[src/hw/rtl/assert_macros.svh]
// assertion helpers shared by the rtl
`ifndef ASSERT_MACROS_SVH
`define ASSERT_MACROS_SVH

`ifndef NO_ASSERTIONS

// property holds on every rising clock edge outside reset
`define ASSERT_AT(label, clk, rst_n, prop) \
    label: assert property (@(posedge clk) disable iff (!rst_n) prop) \
        else $error("assertion failed");

// condition on one edge implies a result on the next edge
`define ASSERT_NEXT(label, clk, rst_n, cond, res) \
    label: assert property (@(posedge clk) disable iff (!rst_n) (cond) |=> (res)) \
        else $error("assertion failed");

`else

`define ASSERT_AT(label, clk, rst_n, prop)

`define ASSERT_NEXT(label, clk, rst_n, cond, res)

`endif

`endif

[src/hw/rtl/lopc_pkg.sv]
package lopc_pkg;

    localparam int S_TDATA_W = 120;
    localparam int M_TDATA_W = 40;
    localparam int CFG_INDEX_W = 2;
    localparam int CFG_DATA_W = 16;
    localparam int PRIO_EXT_W = 9;

    localparam int DATE_W = 16;
    localparam int KEY_W = 31;
    localparam int PRIO_W = 3;
    localparam int OUT_COUNT_W = 32;

    // input tdata layout
    localparam int ORDER_DATE_LSB = 0;
    localparam int ORDER_KEY_LSB = ORDER_DATE_LSB + DATE_W;
    localparam int LINE_KEY_LSB = ORDER_KEY_LSB + KEY_W;
    localparam int PRIO_LSB = LINE_KEY_LSB + KEY_W;
    localparam int COMMIT_LSB = PRIO_LSB + PRIO_W;
    localparam int RECEIPT_LSB = COMMIT_LSB + DATE_W;
    localparam int S_USED_W = RECEIPT_LSB + DATE_W;

    // output tdata layout
    localparam int GROUP_LSB = 0;
    localparam int COUNT_LSB = GROUP_LSB + PRIO_W;
    localparam int M_USED_W = COUNT_LSB + OUT_COUNT_W;

    localparam logic [CFG_INDEX_W-1:0] CFG_WINDOW_START = 2'd0;
    localparam logic [CFG_INDEX_W-1:0] CFG_WINDOW_END = 2'd1;
    localparam logic [CFG_INDEX_W-1:0] CFG_KEY_CHECK = 2'd2;

    localparam logic FUNC_LINE_ITEM = 1'b0;
    localparam logic FUNC_FLUSH = 1'b1;

    typedef struct packed {
        logic accept;
        logic update;
        logic sel_scan;
        logic scan_start;
        logic scan_step;
        logic load_out;
        logic clear_valid;
    } cmd_t;

    typedef struct packed {
        logic item_flush;
        logic item_rmw;
        logic any_valid;
        logic cur_valid;
        logic idx_last;
        logic out_last;
    } status_t;

endpackage

[src/hw/rtl/late_order_priority_count_unit.sv]
// channel  | direction | tdata                                   | tuser | tlast
// s_       | in        | order_date, order_key, line_order_key,  | func  | last_in_order
//          |           | priority_req, commit_date, receipt_date |       |
// m_       | out       | group, late_orders                      | -     | last
// cfg_     | in        | window_start, window_end, key_check     | -     | -
//
// a line item is taken in the idle state; one that closes an order whose count
// already exists also passes the update state (read-modify-write of the store)
// a flush with counts scans the store in order, one empty entry a cycle, and sends
// each nonzero count via the load and send states; no input is taken meanwhile
// reset is synchronous and active low; all counts read as zero after it
// a stalled result holds m_tdata and m_tlast until the transfer
module late_order_priority_count_unit #(
    parameter int NUM_GROUPS = 8,
    parameter int COUNT_WIDTH = 32
) (
    input  logic                                aclk,
    input  logic                                aresetn,
    input  logic                                cfg_wr_en,
    input  logic [lopc_pkg::CFG_INDEX_W-1:0]    cfg_index,
    input  logic [lopc_pkg::CFG_DATA_W-1:0]     cfg_wdata,
    input  logic                                s_tvalid,
    output logic                                s_tready,
    // order_date, order_key, line_order_key, priority_req, commit_date, receipt_date
    input  logic [lopc_pkg::S_TDATA_W-1:0]      s_tdata,
    // func
    input  logic                                s_tuser,
    input  logic                                s_tlast,
    output logic                                m_tvalid,
    input  logic                                m_tready,
    // group, late_orders
    output logic [lopc_pkg::M_TDATA_W-1:0]      m_tdata,
    output logic                                m_tlast
);

    lopc_pkg::cmd_t    cmd;
    lopc_pkg::status_t status;

    lopc_ctrl u_ctrl (
        .aclk     (aclk),
        .aresetn  (aresetn),
        .s_tvalid (s_tvalid),
        .s_tready (s_tready),
        .m_tvalid (m_tvalid),
        .m_tready (m_tready),
        .status   (status),
        .cmd      (cmd)
    );

    lopc_datapath #(
        .NUM_GROUPS  (NUM_GROUPS),
        .COUNT_WIDTH (COUNT_WIDTH)
    ) u_datapath (
        .aclk      (aclk),
        .aresetn   (aresetn),
        .cfg_wr_en (cfg_wr_en),
        .cfg_index (cfg_index),
        .cfg_wdata (cfg_wdata),
        .s_tdata   (s_tdata),
        .s_tuser   (s_tuser),
        .s_tlast   (s_tlast),
        .cmd       (cmd),
        .status    (status),
        .m_tdata   (m_tdata),
        .m_tlast   (m_tlast)
    );

endmodule

[src/hw/rtl/lopc_ctrl.sv]
`include "assert_macros.svh"

module lopc_ctrl (
    input  logic              aclk,
    input  logic              aresetn,
    input  logic              s_tvalid,
    output logic              s_tready,
    output logic              m_tvalid,
    input  logic              m_tready,
    input  lopc_pkg::status_t status,
    output lopc_pkg::cmd_t    cmd
);

    typedef enum logic [2:0] {
        ST_IDLE,
        ST_UPDATE,
        ST_SCAN,
        ST_LOAD,
        ST_SEND
    } state_t;

    state_t state_reg;
    state_t state_next;

    always_ff @(posedge aclk) begin
        if (!aresetn) begin
            state_reg <= ST_IDLE;
        end else begin
            state_reg <= state_next;
        end
    end

    assign s_tready = (state_reg == ST_IDLE);
    assign m_tvalid = (state_reg == ST_SEND);

    always_comb begin
        cmd = '0;
        state_next = state_reg;
        case (state_reg)
            ST_IDLE: begin
                if (s_tvalid) begin
                    cmd.accept = 1'b1;
                    if (status.item_flush) begin
                        if (status.any_valid) begin
                            cmd.scan_start = 1'b1;
                            state_next = ST_SCAN;
                        end
                    end else if (status.item_rmw) begin
                        state_next = ST_UPDATE;
                    end
                end
            end
            ST_UPDATE: begin
                cmd.update = 1'b1;
                state_next = ST_IDLE;
            end
            ST_SCAN: begin
                cmd.sel_scan = 1'b1;
                if (status.cur_valid) begin
                    state_next = ST_LOAD;
                end else if (status.idx_last) begin
                    cmd.clear_valid = 1'b1;
                    state_next = ST_IDLE;
                end else begin
                    cmd.scan_step = 1'b1;
                end
            end
            ST_LOAD: begin
                cmd.load_out = 1'b1;
                state_next = ST_SEND;
            end
            ST_SEND: begin
                if (m_tready) begin
                    if (status.out_last) begin
                        cmd.clear_valid = 1'b1;
                        state_next = ST_IDLE;
                    end else begin
                        cmd.scan_step = 1'b1;
                        state_next = ST_SCAN;
                    end
                end
            end
            default: begin
                state_next = ST_IDLE;
            end
        endcase
    end

    `ASSERT_AT(a_no_input_while_output, aclk, aresetn, m_tvalid |-> !s_tready)
    `ASSERT_NEXT(a_load_shows_result, aclk, aresetn, cmd.load_out, m_tvalid)
    `ASSERT_NEXT(a_last_frees_input, aclk, aresetn, m_tvalid && m_tready && status.out_last, s_tready)

endmodule

[src/hw/rtl/lopc_datapath.sv]
`include "assert_macros.svh"

module lopc_datapath #(
    parameter int NUM_GROUPS = 8,
    parameter int COUNT_WIDTH = 32
) (
    input  logic                                aclk,
    input  logic                                aresetn,
    input  logic                                cfg_wr_en,
    input  logic [lopc_pkg::CFG_INDEX_W-1:0]    cfg_index,
    input  logic [lopc_pkg::CFG_DATA_W-1:0]     cfg_wdata,
    input  logic [lopc_pkg::S_TDATA_W-1:0]      s_tdata,
    input  logic                                s_tuser,
    input  logic                                s_tlast,
    input  lopc_pkg::cmd_t                      cmd,
    output lopc_pkg::status_t                   status,
    output logic [lopc_pkg::M_TDATA_W-1:0]      m_tdata,
    output logic                                m_tlast
);

    localparam int GW = (NUM_GROUPS > 1) ? $clog2(NUM_GROUPS) : 1;

    logic signed [lopc_pkg::DATE_W-1:0] window_start_reg;
    logic signed [lopc_pkg::DATE_W-1:0] window_end_reg;
    logic                               key_check_reg;

    logic signed [lopc_pkg::DATE_W-1:0] order_date;
    logic [lopc_pkg::KEY_W-1:0]         order_key;
    logic [lopc_pkg::KEY_W-1:0]         line_order_key;
    logic [lopc_pkg::PRIO_W-1:0]        priority_req;
    logic [lopc_pkg::DATE_W-1:0]        commit_date;
    logic [lopc_pkg::DATE_W-1:0]        receipt_date;

    logic [lopc_pkg::PRIO_EXT_W-1:0]    prio_ext;
    logic [GW-1:0]                      prio_idx;
    logic                               in_range;
    logic                               in_window;
    logic                               key_ok;
    logic                               late_now;
    logic                               seen_all;
    logic                               count_now;
    logic                               first_write;

    logic                               late_seen_reg;
    logic [NUM_GROUPS-1:0]              valid_reg;
    logic [NUM_GROUPS-1:0]              valid_next;
    logic [NUM_GROUPS-1:0]              above;
    logic                               later_valid;
    logic [GW-1:0]                      idx_reg;
    logic [GW-1:0]                      upd_idx_reg;
    logic [GW-1:0]                      rd_addr;

    logic [COUNT_WIDTH-1:0]             mem [NUM_GROUPS];
    logic [COUNT_WIDTH-1:0]             rd_data_reg;
    logic [COUNT_WIDTH-1:0]             inc;

    logic [lopc_pkg::PRIO_W-1:0]        group_reg;
    logic [lopc_pkg::OUT_COUNT_W-1:0]   count_out_reg;
    logic                               last_reg;

    // input field unpacking
    assign order_date = s_tdata[lopc_pkg::ORDER_DATE_LSB +: lopc_pkg::DATE_W];
    assign order_key = s_tdata[lopc_pkg::ORDER_KEY_LSB +: lopc_pkg::KEY_W];
    assign line_order_key = s_tdata[lopc_pkg::LINE_KEY_LSB +: lopc_pkg::KEY_W];
    assign priority_req = s_tdata[lopc_pkg::PRIO_LSB +: lopc_pkg::PRIO_W];
    assign commit_date = s_tdata[lopc_pkg::COMMIT_LSB +: lopc_pkg::DATE_W];
    assign receipt_date = s_tdata[lopc_pkg::RECEIPT_LSB +: lopc_pkg::DATE_W];

    assign prio_ext = lopc_pkg::PRIO_EXT_W'(priority_req);
    assign prio_idx = GW'(prio_ext);
    assign in_range = prio_ext < lopc_pkg::PRIO_EXT_W'(NUM_GROUPS);
    assign in_window = (order_date >= window_start_reg) && (order_date < window_end_reg);
    assign key_ok = !key_check_reg || (order_key == line_order_key);
    assign late_now = in_window && key_ok && (commit_date < receipt_date);
    assign seen_all = late_seen_reg || late_now;
    assign count_now = s_tlast && seen_all && in_range;
    assign first_write = cmd.accept && (s_tuser == lopc_pkg::FUNC_LINE_ITEM)
                         && count_now && !valid_reg[prio_idx];

    assign inc = (rd_data_reg == '1) ? rd_data_reg : rd_data_reg + COUNT_WIDTH'(1);
    assign rd_addr = cmd.sel_scan ? idx_reg : prio_idx;

    // entries above the scan index that still hold a count
    always_comb begin
        for (int i = 0; i < NUM_GROUPS; i++) begin
            above[i] = GW'(i) > idx_reg;
        end
    end
    assign later_valid = |(valid_reg & above);

    always_comb begin
        valid_next = valid_reg;
        if (cmd.clear_valid) begin
            valid_next = '0;
        end else if (first_write) begin
            valid_next[prio_idx] = 1'b1;
        end
    end

    always_comb begin
        status.item_flush = (s_tuser == lopc_pkg::FUNC_FLUSH);
        status.item_rmw = (s_tuser == lopc_pkg::FUNC_LINE_ITEM) && count_now
                          && valid_reg[prio_idx];
        status.any_valid = |valid_reg;
        status.cur_valid = valid_reg[idx_reg];
        status.idx_last = (idx_reg == GW'(NUM_GROUPS - 1));
        status.out_last = last_reg;
    end

    always_ff @(posedge aclk) begin
        if (!aresetn) begin
            window_start_reg <= '0;
            window_end_reg <= '0;
            key_check_reg <= 1'b1;
        end else if (cfg_wr_en) begin
            case (cfg_index)
                lopc_pkg::CFG_WINDOW_START: window_start_reg <= cfg_wdata;
                lopc_pkg::CFG_WINDOW_END: window_end_reg <= cfg_wdata;
                lopc_pkg::CFG_KEY_CHECK: key_check_reg <= cfg_wdata[0];
                default: begin
                end
            endcase
        end
    end

    always_ff @(posedge aclk) begin
        if (!aresetn) begin
            late_seen_reg <= 1'b0;
            valid_reg <= '0;
            idx_reg <= '0;
        end else begin
            valid_reg <= valid_next;
            if (cmd.accept && (s_tuser == lopc_pkg::FUNC_LINE_ITEM)) begin
                late_seen_reg <= s_tlast ? 1'b0 : seen_all;
            end
            if (cmd.scan_start) begin
                idx_reg <= '0;
            end else if (cmd.scan_step) begin
                idx_reg <= idx_reg + GW'(1);
            end
        end
    end

    // count store, one write and one registered read a cycle
    always_ff @(posedge aclk) begin
        if (first_write) begin
            mem[prio_idx] <= COUNT_WIDTH'(1);
        end else if (cmd.update) begin
            mem[upd_idx_reg] <= inc;
        end
        rd_data_reg <= mem[rd_addr];
    end

    always_ff @(posedge aclk) begin
        if (cmd.accept) begin
            upd_idx_reg <= prio_idx;
        end
        if (cmd.load_out) begin
            group_reg <= lopc_pkg::PRIO_W'(lopc_pkg::PRIO_EXT_W'(idx_reg));
            count_out_reg <= lopc_pkg::OUT_COUNT_W'(rd_data_reg);
            last_reg <= !later_valid;
        end
    end

    assign m_tdata = {(lopc_pkg::M_TDATA_W - lopc_pkg::M_USED_W)'(0), count_out_reg, group_reg};
    assign m_tlast = last_reg;

    `ASSERT_NEXT(a_flush_clears, aclk, aresetn, cmd.clear_valid, valid_reg == '0)
    `ASSERT_NEXT(a_first_write_marks, aclk, aresetn, first_write, status.any_valid)

endmodule

[config.mk]
export PLATFORM = sky130hd
export DESIGN_NAME = late_order_priority_count_unit
export DESIGN_NICKNAME = d
export VERILOG_FILES = /design/src/hw/rtl/lopc_pkg.sv /design/src/hw/rtl/late_order_priority_count_unit.sv /design/src/hw/rtl/lopc_ctrl.sv /design/src/hw/rtl/lopc_datapath.sv
export VERILOG_INCLUDE_DIRS = /design/src /design/src/hw/rtl
export SDC_FILE = /design/constraint.sdc
export NUM_CORES = 1
export LEC_CHECK = 0
export ABC_AREA = 1
export BUFFER_PORTS_ARGS = -buffer_cell sky130_fd_sc_hd__buf_2
export CAP_MARGIN = 10
export CORE_ASPECT_RATIO = 0.75
export CORE_MARGIN = 3
export CORE_UTILIZATION = 46
export CTS_BUF_LIST = sky130_fd_sc_hd__clkbuf_4
export DETAILED_ROUTE_END_ITERATION = 6
export GPL_TIMING_DRIVEN = 0
export PLACE_DENSITY = 0.68
export SYNTH_ARGS = -nofsm -noshare
export SYNTH_HDL_FRONTEND = slang
export SYNTH_SLANG_ARGS = --single-unit
[constraint.sdc]
create_clock -name aclk -period 3.88 [get_ports aclk]
set_input_delay 0.194 -clock aclk [delete_from_list [all_inputs] [get_ports aclk]]
set_output_delay 0.194 -clock aclk [all_outputs]
set_load 0.01 [all_outputs]
# ---- After elaboration in Yosys (flattened, before gate mapping)
# Memory sizes are Yosys's and may differ from the RTL's. A register that Yosys moved wholly into a read port is not among the register bits.
# Index checks and enable logic that the tools add are counted.
dict set report word_totals {
  regBits 87
  ram_bits 256
  inputBits 145
  output_inout_bits 43
  n_memories 1
}
# memory depth word_bits rd rd_clocked_by_memory_dff wr line_no
set mem_list {}
lappend mem_list {u_datapath.mem 8 32 1 1 1 lopc_datapath.sv:53} ;# logic [COUNT_WIDTH-1:0] mem [NUM_GROUPS];
dict set report classes {
  addsub 2
  magnitude_cmp 15
  n_eq_ne 14
  muxes 45
  bitwise 4
  reduce_logical 27
}
# op count
set op_table {}
lappend op_table {{$mux W32} 2}
lappend op_table {{$add A32 B1 Y32 const B} 1}
lappend op_table {{$eq A32 B32 Y1 const B} 1}
lappend op_table {{$lt A16 B16 Y1} 2}
lappend op_table {{$reduce_or A32 Y1} 1}
lappend op_table {{$eq A31 B31 Y1} 1}
lappend op_table {{$mux W1} 27}
lappend op_table {{$mux W3} 9}
lappend op_table {{$ge A16 B16 Y1} 1}
lappend op_table {{$reduce_or A8 Y1} 2}
lappend op_table {{$gt A3 B3 Y1 const A} 4}
lappend op_table {{$lt A3 B4 Y1 const B} 3}
lappend op_table {{$pmux W3 S4} 1}
lappend op_table {{$logic_and A1 B1 Y1} 11}
lappend op_table {{$and A8 B8 Y8} 1}
lappend op_table {{$or A8 B8 Y8} 1}
lappend op_table {{$bmux W1 S3} 2}
lappend op_table {{$eq A3 B2 Y1 const B} 2}
lappend op_table {{$eq A3 B3 Y1 const B} 2}
lappend op_table {{$gt A1 B3 Y1 const A} 2}
lappend op_table {{$gt A2 B3 Y1 const A} 2}
lappend op_table {{$reduce_and A2 Y1} 3}
lappend op_table {{$reduce_and A5 Y1} 1}
lappend op_table {{$pmux W1 S2} 2}
lappend op_table {{18 further kinds} 23}

# ---- Depth between registers and ports, before layout
dict set report depth {
  ltp_word 13
  depth_mapped 19
  depth_no_buf 19
}

# ---- By module
# A second synthesis with hierarchy kept.
dict set report hier_totals {
  cells_unflattened 1590
  hier_area_um2 16572.1
}
# mod instances cells_each area_per_inst_um2 seq_area_each_um2
set modules_own_cells {}
lappend modules_own_cells {lopc_datapath 1 1543 16304.4 10400.0}
lappend modules_own_cells {lopc_ctrl 1 47 267.8 60.1}

# ---- Worst setup path before layout
# OpenSTA, ideal clock, no wires.
dict set report synth_timing {
  path_kind {register to register}
  start {register u_datapath.window_start_reg[15] in the netlist's numbering}
  end {memory u_datapath.mem[0][0], enable pin}
  arrival_ns 3.142
  slack_ns 0.317
  stages_incl_launch_ff 15
  n_path_buf 0
  path_cell_list {dfxtp_1 > inv_1 > ha_1 > nand2_1 > o21bai_1 > nand2_1 > a21oi_1 > nand3_1 > nand3_1 > nand4_1 > nand2_1 > inv_1 > nor2_2 > nor2_1 > nor2_1}
}
dict set report synth_via {
  elab_chain_len 13
  word_cells_on_any_way 16
}
# item line_no
set synth_rtl {}
lappend synth_rtl {{from (decl)} lopc_datapath.sv:23} ;# logic signed [lopc_pkg::DATE_W-1:0] window_start_reg;
lappend synth_rtl {{from (signal assigned)} lopc_datapath.sv:117} ;# lopc_pkg::CFG_WINDOW_START: window_start_reg <= cfg_wdata;
lappend synth_rtl {{$ge A16 B16 Y1 *} lopc_datapath.sv:72} ;# assign in_window = (order_date >= window_start_reg) && (order_date < window_end_reg);
lappend synth_rtl {{$logic_and A1 B1 Y1 *} lopc_datapath.sv:72}
lappend synth_rtl {{$logic_and A1 B1 Y1 * (2 in series)} lopc_datapath.sv:74} ;# assign late_now = in_window && key_ok && (commit_date < receipt_date);
lappend synth_rtl {{$logic_or A1 B1 Y1 *} lopc_datapath.sv:75} ;# assign seen_all = late_seen_reg || late_now;
lappend synth_rtl {{$logic_and A1 B1 Y1 * (2 in series)} lopc_datapath.sv:76} ;# assign count_now = s_tlast && seen_all && in_range;
lappend synth_rtl {{$logic_and A1 B1 Y1 * (2 in series)} lopc_datapath.sv:78} ;# && count_now && !valid_reg[prio_idx];
lappend synth_rtl {{$mux W1} lopc_datapath.sv:146} ;# if (first_write) begin
lappend synth_rtl {{$mux W1 (implied by the code)} lopc_datapath.sv:149} ;# mem[upd_idx_reg] <= inc;
lappend synth_rtl {{$reduce_or A32 Y1 (no line)} --}
lappend synth_rtl {{$mux W3 (no line) or $mux W1 (tied branches)} --}
lappend synth_rtl {{to (decl)} lopc_datapath.sv:53}
# Mark *: on every way between the ends. The rest lies on a longest branch, timed or not.

# ---- Worst setup path in the final report
dict set report layout_timing {
  start {register u_datapath.window_end_reg[15] in the netlist's numbering}
  end {memory u_datapath.mem[6][2], enable pin}
}
dict set report layout_via {
  elab_chain_len 13
  word_cells_on_any_way 16
}
# item line_no
set layout_rtl {}
lappend layout_rtl {{from (decl)} lopc_datapath.sv:24} ;# logic signed [lopc_pkg::DATE_W-1:0] window_end_reg;
lappend layout_rtl {{from (signal assigned)} lopc_datapath.sv:118} ;# lopc_pkg::CFG_WINDOW_END: window_end_reg <= cfg_wdata;
lappend layout_rtl {{$lt A16 B16 Y1 *} lopc_datapath.sv:72}
lappend layout_rtl {{$logic_and A1 B1 Y1 *} lopc_datapath.sv:72}
lappend layout_rtl {{$logic_and A1 B1 Y1 * (2 in series)} lopc_datapath.sv:74}
lappend layout_rtl {{$logic_or A1 B1 Y1 *} lopc_datapath.sv:75}
lappend layout_rtl {{$logic_and A1 B1 Y1 * (2 in series)} lopc_datapath.sv:76}
lappend layout_rtl {{$logic_and A1 B1 Y1 * (2 in series)} lopc_datapath.sv:78}
lappend layout_rtl {{$mux W1} lopc_datapath.sv:146}
lappend layout_rtl {{$mux W1 (implied by the code)} lopc_datapath.sv:149}
lappend layout_rtl {{$reduce_or A32 Y1 (no line)} --}
lappend layout_rtl {{$mux W3 (no line) or $mux W1 (tied branches)} --}
# Marks and branches as above.

==> out/qor.csv <==
metric,value,unit
met1 wire length,20.1,mm
die height,171,um
Mapped Area,0.0166,sq mm
total CTS buffers,89,
#FFs+latches synth,375,
CORE AREA,0.0351,sq mm
uppermost routed layer,met4,
post-cts sizing count,0,
Final WS setup,0.402,ns
CP most frequent cell,nand2_1,
Setup Crit Path Kind,reg2reg,
Final setup viols,0,
Area growth syn-to-layout,20.3,%
max incr delay on CP,0.63,ns
IO Pins,188,
clock skew,0.0498,ns
leakage power,0.00804,uW
multi-input logic area,0.00534,sq mm
CTS tree,yes,
Port-buffer cells,175,
Setup TNS Final,0,ns
fin nets,2127,
routed via count,13100,
starting density of the core,47.3,%
Synth area leader,edfxtp_1,
Rel. slew slack,17.4,%
"leading cell type in the layout, fill and taps excluded",edfxtp_1,
Post-DRT Antenna Nets,0,
"Distinct cells, synth",41,
Die X,225,um
CP Buf/Inv Count,4,
PD cells,435,mW/mm^2
DRT iter0 DRCs,1372,
Synth area leaders,"edfxtp_1, dfxtp_1, nor2_1, o21ai_0, nand2_1",
period utilization,89.6,%
Yosys top cell area share,53.3,%
crit-path leading delay family,simple AND/OR/NAND/NOR gates,
Fmax achieved,0.287,GHz
initial antenna violation count,1,
worst path cell trace,inv_1 -> ha_1 -> nand2_1 -> inv_1 -> nand3_1 -> nor3_1 -> nand2_1 -> nand2_1 -> nand2_1 -> nand2_1 -> nand4_1 -> nand2_1 -> inv_1 -> nor2_2 -> nor2_1 -> nor2_4 -> buf_16,
DR pass1 iterations,6,
worst min-delay path class,in2reg,
Max Cap Viol,0,
RD Place Congestion,0.933,
pin slew with the least headroom to its limit,1.23,ns
# H-tree levels,3,
max FFs per register,256,
WL met3,3.67,mm
Seq. cell area,0.0105,sq mm
Syn Area/Cell,10.3,sq um
Async SR Flop Fraction,0,%
first-pass GRT wire length,69.0,mm
pre-CTS setup slack,0.350,ns
WL/cell,18.4,um
maximum vdd drop,0.000231,V
cells after synthesis,1606,
layout cells sized above 1,20.3,%
"commonest non-fill, non-tap cells in the layout","edfxtp_1, nor2_1, buf_2, nand2_1, o21ai_0",
status,"finished, final reports clean",
row count,59,
global route total overflow,0,
final hold vios,0,
Remaining DRCs,0,
RSZ-0062 raised after global routing,false,
warnings from Yosys,0,
Detail Placement HPWL,30.9,mm
CP Capture Type,register,
Post-synth EDFFs,295,
clock latency on the worst-skew pair,0.77,ns
DIE AREA,0.0385,sq mm
number of global-route vias before repair,12600,
max-slew violation count,0,
CTS Buffer Depth,3,
Tmin final,3.48,ns
met2 routed WL,20.8,mm
CP Launch Type,register,
WP data arrival,3.90,ns
pin count of the biggest net entering global routing,23,
drt total wl,45.2,mm
vias per cell,5.30,
GRT Overall Usage,23.5,%
CP max-delay cell,nor2_4,
register area share after synthesis,63.0,%
Crit path required time,4.30,ns
ys flop type,edfxtp_1,
"Clk pin slew, worst setup/hold paths",0.06,ns
Worst Path Max Fanout,18,
clock sink count,375,
Root Buffer,clkbuf_4,
Fillers,3002,
[report_power, final]
| group | internal [uW] | leakage, uW | switching [uW] |
|---|---|---|---|
| sequential | 4400 | 0.00345 | 120 |
| clock | 1610 | 0.000679 | 1570 |
| combinational | 363 | 0.00391 | 631 |
| total | 6370 | 0.00804 | 2330 |
[metrics by stage]
step,hold WS (ns),power [uW],instances,cell area [sq um],util (%)
floorplan,0.293,5170,1610,16600,-
global placement,0.389,5520,2242,18100,51.4
detailed placement,0.388,5550,2255,18400,52.4
CTS,0.146,8730,2452,19900,56.5
global route,0.137,9090,2464,20000,56.9
finish,0.196,8700,2464,20000,56.9
[metal layers]
layer  vias up  track usage, %
met1      6240            33.3
met4         0            6.65
met3        70            5.15
li1       6261               -
met2       492            36.7
met5         -               0
[cell usage after synthesis (2+ instances only)]
cell type and n:
o21a_1 3, nand2_2 3, nor2_1 300, nand4_1 14, o22ai_1 34, nand2_1 169, a21oi_1 77, o21bai_1 2
o21ai_0 161, nor4_1 8, clkbuf_1 30, inv_2 7, xor2_1 14, inv_1 143, or2_2 6, buf_4 10
nor3_1 18, dfxtp_1 80, buf_2 26, a31oi_1 35, nand3_1 30, nor2_2 4, xnor2_1 38, ha_1 50
edfxtp_1 295, o21ai_1 34
[cells by family (layout without fill, tap and decap cells)]
kind of cell    count (synthesis)  after routing  synth area share, %
simple gates                  558            558                 13.8
fa+ha+maj                      50             50                 3.77
buf+inv                       218            613                 5.35
xor+xnor                       52             52                 2.74
flops                         375            375                 63.0
compound gates                352            352                 11.3
other cells                     1              7               0.0226
[final timing paths]
| kind | start | endpoint | slack [ns] | depth (start not counted) |
|---|---|---|---|---|
| worst max-delay path | u_datapath.window_end_reg[15] | u_datapath.mem[6][2] | 0.40 | 17 |
| worst min register to register | u_datapath.window_end_reg[12] | u_datapath.window_end_reg[12] | 0.46 | 2 |
| worst min-delay path | s_tdata[79] | u_datapath.upd_idx_reg[1] | 0.20 | 2 |
| worst max register to register | u_datapath.window_end_reg[15] | u_datapath.mem[6][2] | 0.40 | 17 |
[timing repair]
| action | 4_1_cts | 5_1_grt |
|---|---|---|
| hold endpoints to repair | 54 | 0 |
| buffers inserted | 0 | 10 |
| hold buffers | 33 | 0 |
| endpoints found under the setup margin | 0 | 72 |
[final cells by class]
type,count,area share [%]
Antenna cell,2,0.0250
Buffer,67,1.61
Clock buffer,129,4.85
Clock inverter,35,0.858
Inverter,151,2.84
Multi-Input combinational cell,1017,26.7
Sequential cell,375,52.3
Tap cell,457,2.86
Timing Repair Buffer,231,7.89
(Power assumes the default switching activity.)
